File: src/rtl/core/sroe_pkg.sv
// Shared types and constants for the shift register output expander.
package sroe_pkg;

  localparam int MAX_PINS = 64;
  localparam int PIN_W    = $clog2(MAX_PINS);
  localparam int CNT_W    = 7;
  localparam int Q_DEPTH  = 2;
  localparam int QPTR_W   = $clog2(Q_DEPTH);
  localparam int QCNT_W   = $clog2(Q_DEPTH + 1);

  typedef enum logic [1:0] {
    OP_SET_PIN = 2'd0,
    OP_SET_ALL = 2'd1,
    OP_FLUSH   = 2'd2
  } opcode_t;

  typedef struct packed {
    logic [MAX_PINS-1:0] image;
    logic [CNT_W-1:0]    nbits;
  } flush_job_t;

  typedef struct packed {
    logic              full;
    logic              empty;
    logic [QCNT_W-1:0] count;
  } q_status_t;

endpackage

File: src/rtl/core/sroe_front.sv
// Front end: accepts items, keeps the pin image and dirty flag, queues flush jobs.
module sroe_front import sroe_pkg::*; (
  input  logic             clk,
  input  logic             rst_n,
  input  logic [CNT_W-1:0] pin_count,
  input  logic             in_valid,
  output logic             in_stall,
  input  logic [1:0]       in_opcode,
  input  logic [PIN_W-1:0] in_pin_index,
  input  logic             in_pin_value,
  input  q_status_t        q_stat,
  output logic             q_push,
  output flush_job_t       q_job
);

  logic [MAX_PINS-1:0] image_r, image_nxt;
  logic                dirty_r, dirty_nxt;
  logic [CNT_W-1:0]    n_eff;
  logic [MAX_PINS-1:0] mask;
  logic                accept;

  assign n_eff = (pin_count > CNT_W'(MAX_PINS)) ? CNT_W'(MAX_PINS) : pin_count;
  assign mask  = (n_eff >= CNT_W'(MAX_PINS)) ? '1 :
                 ((MAX_PINS'(1) << n_eff) - MAX_PINS'(1));

  assign in_stall = q_stat.full;
  assign accept   = in_valid && !q_stat.full;
  assign q_job    = '{image: image_r, nbits: n_eff};

  always_comb begin
    image_nxt = image_r;
    dirty_nxt = dirty_r;
    q_push    = 1'b0;
    if (accept) begin
      unique case (opcode_t'(in_opcode))
        OP_SET_PIN: begin
          if (({1'b0, in_pin_index} < n_eff) && (image_r[in_pin_index] != in_pin_value)) begin
            image_nxt[in_pin_index] = in_pin_value;
            dirty_nxt = 1'b1;
          end
        end
        OP_SET_ALL: begin
          image_nxt = in_pin_value ? (image_r | mask) : (image_r & ~mask);
          dirty_nxt = 1'b1;
        end
        OP_FLUSH: begin
          if (dirty_r) begin
            dirty_nxt = 1'b0;
            q_push    = (n_eff != '0);
          end
        end
        default: ;
      endcase
    end
  end

  always_ff @(posedge clk) begin
    if (!rst_n) begin
      image_r <= '0;
      dirty_r <= 1'b1;
    end else begin
      image_r <= image_nxt;
      dirty_r <= dirty_nxt;
    end
  end

endmodule

File: src/rtl/core/sroe_queue.sv
// Short queue of pending flush jobs between front and back.
module sroe_queue import sroe_pkg::*; (
  input  logic       clk,
  input  logic       rst_n,
  input  logic       push,
  input  flush_job_t job_in,
  input  logic       pop,
  output flush_job_t job_out,
  output q_status_t  stat
);

  flush_job_t          entry_r [Q_DEPTH];
  logic [QPTR_W-1:0]   wr_ptr_r;
  logic [QPTR_W-1:0]   rd_ptr_r;
  logic [QCNT_W-1:0]   count_r;

  assign job_out    = entry_r[rd_ptr_r];
  assign stat.count = count_r;
  assign stat.full  = (count_r == QCNT_W'(Q_DEPTH));
  assign stat.empty = (count_r == '0);

  always_ff @(posedge clk) begin
    if (push) begin
      entry_r[wr_ptr_r] <= job_in;
    end
  end

  always_ff @(posedge clk) begin
    if (!rst_n) begin
      wr_ptr_r <= '0;
      rd_ptr_r <= '0;
      count_r  <= '0;
    end else begin
      if (push) begin
        wr_ptr_r <= (wr_ptr_r == QPTR_W'(Q_DEPTH - 1)) ? '0 : wr_ptr_r + 1'b1;
      end
      if (pop) begin
        rd_ptr_r <= (rd_ptr_r == QPTR_W'(Q_DEPTH - 1)) ? '0 : rd_ptr_r + 1'b1;
      end
      if (push && !pop) begin
        count_r <= count_r + 1'b1;
      end else if (pop && !push) begin
        count_r <= count_r - 1'b1;
      end
    end
  end

endmodule

File: src/rtl/core/sroe_back.sv
// Back end: shifts a queued flush job out one bit per item, highest pin first.
module sroe_back import sroe_pkg::*; (
  input  logic       clk,
  input  logic       rst_n,
  input  flush_job_t job,
  input  logic       q_empty,
  output logic       q_pop,
  output logic       out_valid,
  input  logic       out_stall,
  output logic       out_serial_bit,
  output logic       out_latch_now
);

  logic [MAX_PINS-1:0] img_r;
  logic [PIN_W-1:0]    pos_r;
  logic                busy_r;
  logic                out_valid_r;
  logic                out_bit_r;
  logic                out_latch_r;
  logic                out_free;
  logic [CNT_W-1:0]    last_pos;

  assign out_free       = !out_valid_r || !out_stall;
  assign q_pop          = !busy_r && !q_empty;
  assign last_pos       = job.nbits - CNT_W'(1);
  assign out_valid      = out_valid_r;
  assign out_serial_bit = out_bit_r;
  assign out_latch_now  = out_latch_r;

  always_ff @(posedge clk) begin
    if (q_pop) begin
      img_r <= job.image;
    end
    if (busy_r && out_free) begin
      out_bit_r   <= img_r[pos_r];
      out_latch_r <= (pos_r == '0);
    end
  end

  always_ff @(posedge clk) begin
    if (!rst_n) begin
      busy_r      <= 1'b0;
      pos_r       <= '0;
      out_valid_r <= 1'b0;
    end else begin
      if (q_pop) begin
        busy_r <= 1'b1;
        pos_r  <= last_pos[PIN_W-1:0];
      end else if (busy_r && out_free) begin
        if (pos_r == '0) begin
          busy_r <= 1'b0;
        end else begin
          pos_r <= pos_r - 1'b1;
        end
      end
      if (out_free) begin
        out_valid_r <= busy_r;
      end
    end
  end

endmodule

File: src/rtl/core/shift_register_output_expander.sv
// Top level of the shift register output expander: config register, front, queue, back.
// Set-pin and set-all items are accepted back to back while the job queue is not full.
// A flush with the dirty flag raised and a non-zero pin count snapshots the image into a
// two-entry job queue; the back end then emits one result per cycle while out_stall is
// low, pin_count results per flush (at most 64), highest pin first, with latch_now on
// pin 0. The first result of a flush passes from the job queue through the back end's
// image and output registers; an idle output gap parts consecutive flush jobs. The serial
// shifter sets the sustained rate during flushes: input stalls only while two flush jobs
// are waiting. The pin count is taken from the register when the flush is accepted.
// Reset takes effect at once; there is no clearing pass.
module shift_register_output_expander import sroe_pkg::*; (
  input  logic             clk,
  input  logic             rst_n,
  input  logic             in_valid,
  output logic             in_stall,
  input  logic [1:0]       in_opcode,
  input  logic [PIN_W-1:0] in_pin_index,
  input  logic             in_pin_value,
  output logic             out_valid,
  input  logic             out_stall,
  output logic             out_serial_bit,
  output logic             out_latch_now,
  input  logic             cfg_valid,
  output logic             cfg_ready,
  input  logic [CNT_W-1:0] cfg_pin_count
);

  logic [CNT_W-1:0] pin_count_r;
  q_status_t        q_stat;
  logic             q_push;
  logic             q_pop;
  flush_job_t       push_job;
  flush_job_t       head_job;

  assign cfg_ready = 1'b1;

  always_ff @(posedge clk) begin
    if (!rst_n) begin
      pin_count_r <= CNT_W'(MAX_PINS);
    end else if (cfg_valid && cfg_ready) begin
      pin_count_r <= cfg_pin_count;
    end
  end

  sroe_front u_front (
    .clk          (clk),
    .rst_n        (rst_n),
    .pin_count    (pin_count_r),
    .in_valid     (in_valid),
    .in_stall     (in_stall),
    .in_opcode    (in_opcode),
    .in_pin_index (in_pin_index),
    .in_pin_value (in_pin_value),
    .q_stat       (q_stat),
    .q_push       (q_push),
    .q_job        (push_job)
  );

  sroe_queue u_queue (
    .clk     (clk),
    .rst_n   (rst_n),
    .push    (q_push),
    .job_in  (push_job),
    .pop     (q_pop),
    .job_out (head_job),
    .stat    (q_stat)
  );

  sroe_back u_back (
    .clk            (clk),
    .rst_n          (rst_n),
    .job            (head_job),
    .q_empty        (q_stat.empty),
    .q_pop          (q_pop),
    .out_valid      (out_valid),
    .out_stall      (out_stall),
    .out_serial_bit (out_serial_bit),
    .out_latch_now  (out_latch_now)
  );

  a_q_bound: assert property (@(posedge clk) disable iff (!rst_n)
    q_stat.count <= QCNT_W'(Q_DEPTH))
    else $error("job queue over depth");

  a_no_push_full: assert property (@(posedge clk) disable iff (!rst_n)
    q_push |-> !q_stat.full)
    else $error("flush job pushed into full queue");

  a_no_pop_empty: assert property (@(posedge clk) disable iff (!rst_n)
    q_pop |-> !q_stat.empty)
    else $error("flush job popped from empty queue");

  a_job_nonzero: assert property (@(posedge clk) disable iff (!rst_n)
    q_push |-> (push_job.nbits != '0) && (push_job.nbits <= CNT_W'(MAX_PINS)))
    else $error("flush job with bad bit count");

endmodule

File: config.mk
export PLATFORM = sky130hd
export DESIGN_NAME = shift_register_output_expander
export DESIGN_NICKNAME = d
export VERILOG_FILES = /design/src/rtl/core/sroe_pkg.sv /design/src/rtl/core/sroe_front.sv /design/src/rtl/core/sroe_queue.sv /design/src/rtl/core/sroe_back.sv /design/src/rtl/core/shift_register_output_expander.sv
export SDC_FILE = /design/constraint.sdc
export NUM_CORES = 1
export LEC_CHECK = 0
export BUFFER_PORTS_ARGS = -buffer_cell sky130_fd_sc_hd__buf_4
export CAP_MARGIN = 20
export CORE_ASPECT_RATIO = 1.2
export CORE_UTILIZATION = 63
export CTS_CLUSTER_SIZE = 40
export DETAILED_ROUTE_END_ITERATION = 8
export PLACE_DENSITY = 0.8
export SYNTH_ARGS = -nofsm -noshare
export SYNTH_HDL_FRONTEND = slang
export SYNTH_SLANG_ARGS = --single-unit
File: constraint.sdc
create_clock -name clk -period 11.75 [get_ports clk]
set_clock_uncertainty 0.05 [all_clocks]
set_input_delay 0.5875 -clock clk [delete_from_list [all_inputs] [get_ports clk]]
set_output_delay 0.5875 -clock clk [all_outputs]
set_load 0.005 [all_outputs]
==> impl_metrics.py <==
metrics = {
    "setup_path": {
        "arrival_ps": 4610,
        "cpMostUsedCell": "buf_4",
        "max_stage_delay_ps": 550,
        "crit_required_ps": 12110,
        "reg2reg_depth": 12,
        "worstSetupEndpointType": "flip-flop",
        "crit_fanout": 18,
        "path_cells": "buf_4 -> nor3_1 -> buf_4 -> nand3_1 -> ha_1 -> o31ai_2 -> nor2_2 -> o211ai_2 -> a2111oi_0 -> a311o_1 -> nor3b_1 -> or4_1",
        "worst_path_max_delay_cell": "dfxtp_1",
        "worstSetupStartpointType": "flip-flop",
        "worst-setup-path-type": "flip-flop to flip-flop",
    },
    "sta": {
        "layout_setup_ws_ps": 7500,
        "fmax_ghz": 0.235,
        "min_period_ps": 4250,
        "hold_viol": 0,
        "worst_pin_slew_ps": 1050,
        "slew_headroom": 0.300,
        "timing.final.crit_share": 0.362,
        "drv_slew": 0,
        "fin_setup_tns_ps": 0,
        "setup_viol": 0,
        "hold-worst-slack_ps": 241,
        "rsz0062_at_grt": "false",
    },
    "placement": {
        "post-place-ws_ps": 7520,
        "hpwl_um": 24100,
        "io_buffers": 24,
        "place_congestion": 1.00,
    },
    "route": {
        "ant_nets": 0,
        "dr.first_iter.drc_count": 1127,
        "vias": 10300,
        "vias_per_cell": 6.87,
        "wl_um": 36600,
        "drc": 0,
        "dr.pass1.iters": 6,
        "wl_per_cell_um": 24.5,
    },
    "synthesis": {
        "synth_compound_area_frac": 0.115,
        "synthCells": 1219,
        "ys_ff_latch": 291,
        "synthSimpleGateAreaFrac": 0.140,
        "ys.warnings.count": 0,
        "synth_fa_ha_area_frac": 0.00691,
        "ys_seq_area_frac": 0.544,
        "async_reset_ff_frac": 0,
        "synth_edf_count": 206,
        "synth_mux_area_frac": 0.147,
        "yosysUniqueCellTypes": 79,
        "synth_area_mm2": 0.0145,
        "synth_nets": 1248,
        "synth_top_family_by_area": "multiplexers",
        "synth_flop_cell": "edfxtp_1",
        "synth_xor_area_frac": 0.0115,
        "syn_avg_cell_area_um2": 11.9,
    },
    "clocking": {
        "cts_tree": "built",
        "insertion_delay_ps": 540,
        "clk_pin_slew_ps": 60,
        "cts-resized-gates": 0,
        "cts_buffer_depth": 3,
        "cts_setup_buffers": 0,
        "root_buffer": "clkbuf_16",
        "cts_made_buffers": 28,
        "clock_sinks": 291,
        "hold_buffers": 0,
        "cts_max_level": 1,
    },
    "floorplan": {
        "initial_core_util": 0.643,
        "die_x_um": 140,
        "die_h_um": 168,
        "io_pins": 26,
        "dieArea_mm2": 0.0236,
        "core_area_mm2": 0.0225,
        "placement_rows": 60,
    },
    "pwr": {
        "power_frac_comb": 0.240,
        "clkPwrFrac": 0.289,
        "p_sw_uw": 854,
        "power.density_mw_per_mm2": 185,
        "cellLeakagePower_nw": 5.25,
        "ir_drop_v": 0.000140,
        "power_frac_seq": 0.471,
        "internal_power_mw": 2.04,
        "swShare": 0.295,
    },
    "finish": {
        "final_cell_mix": "206 x edfxtp_1, 112 x nand2_1, 105 x a21oi_1",
        "diodes": 0,
        "num-fill-cells": 1597,
        "drive_gt1_frac": 0.213,
        "fin_nets": 1224,
        "layout_commonest_cell": "edfxtp_1",
        "syn2layout_area_growth_pct": 8.01,
    },
    "grt": {
        "grt_pass1_vias": 9747,
        "grtUsageTotal": 0.314,
        "overflow": 0,
        "antenna_found_initial": 0,
        "grt_pass1_wl_um": 56400,
        "grt_max_degree": 89,
    },
    "run_status": {
        "status": "finished, final reports clean",
    },
    "hold_path": {
        "hp-class": "input pin to flip-flop",
        "hold_depth": 3,
    },
    "job": {
        "max-cap-violations": 0,
    },
}
per-layer routing:
layer | wire (µm) | track usage | vias to the layer above
li1 | - | - | 4601
met5 | 0 | 0 | -
met2 | 17000 | 0.494 | 544
met4 | 1470 | 0.137 | 0
met3 | 2970 | 0.0424 | 112
met1 | 15200 | 0.439 | 5015
cell usage after synthesis (all sizes together) (6+ instances only):
library cell,number,share of area
edfxtp,206,0.43
nand2,113,0.029
a21oi,105,0.036
dfxtp,85,0.12
clkbuf,82,0.021
mux2,80,0.062
mux2i,67,0.046
nor2,53,0.014
nor4,39,0.032
o21ai,36,0.012
nand3,26,0.0090
mux4,25,0.039
buf,23,0.0086
nor2b,19,0.0082
nor3,19,0.0066
and3,18,0.0078
inv,15,0.0039
a31oi,13,0.0067
o211ai,10,0.0055
xor2,10,0.0060
nand4,9,0.0039
nor3b,9,0.0047
o311ai,9,0.0054
xnor2,9,0.0054
ha,8,0.0069
o41ai,8,0.0048
a2111oi,7,0.0052
nand2b,7,0.0030
or2,7,0.0030
a211oi,6,0.0031
o21a,6,0.0031
o31ai,6,0.0044
or3b,6,0.0036
power groups by stage:
stage | registers [mW] | clock network, mW | logic (mW)
after floorplan | 1.34 | 0 | 0.538
after global placement | 1.38 | 0 | 0.672
after detailed placement | 1.38 | 0 | 0.688
after CTS | 1.36 | 0.844 | 0.691
after global routing | 1.38 | 0.886 | 0.743
final | 1.36 | 0.836 | 0.695
final timing paths:
kind                                        from                endpoint  slack, ps
worst max-delay path              pin_count_r[6]               flip-flop       7500
worst min register to register         flip-flop  u_queue.entry_r[0][22]        430
worst min-delay path            cfg_pin_count[6]          pin_count_r[6]        240
worst max register to register    pin_count_r[6]               flip-flop       7500
cells by family (layout without fill, tap and decap cells):
logic type | after synthesis | count (layout)
simple gates | 353 | 353
flops | 291 | 291
compound gates | 254 | 254
mux | 172 | 172
buf+inv | 121 | 118
xor+xnor | 19 | 19
fa+ha+maj | 8 | 8
other cells | 1 | 1
worst max-delay path: cells and delay by family (launching register included):
kind                       cells  cell delay, ps
buffers and inverters          2             520
DFF                            1             550
adders and majority gates      1             440
and+or+nand+nor                5            1300
AOI/OAI and AO/OA              4            1250
final cells by class:
type,count,area (µm²),area share
clock inverter,14,75.1,0.00480
inverter,16,60.1,0.00384
multi-input combinational,807,6120,0.391
timing repair buffer,51,378,0.0242
clock buffer,37,776,0.0496
tap,279,349,0.0223
sequential,291,7890,0.504
metrics by stage:
step                      total power, mW  utilization  instance area (µm²)  std cells
after floorplan                      1.87            -                14500       1219
after global placement               2.05        0.657                14800       1442
after detailed placement             2.07        0.657                14800       1443
after CTS                            2.90        0.695                15600       1494
after global routing                 3.01        0.695                15600       1495
final                                2.89        0.695                15600       1495
No activity file was read; power rests on OpenSTA's default activity.
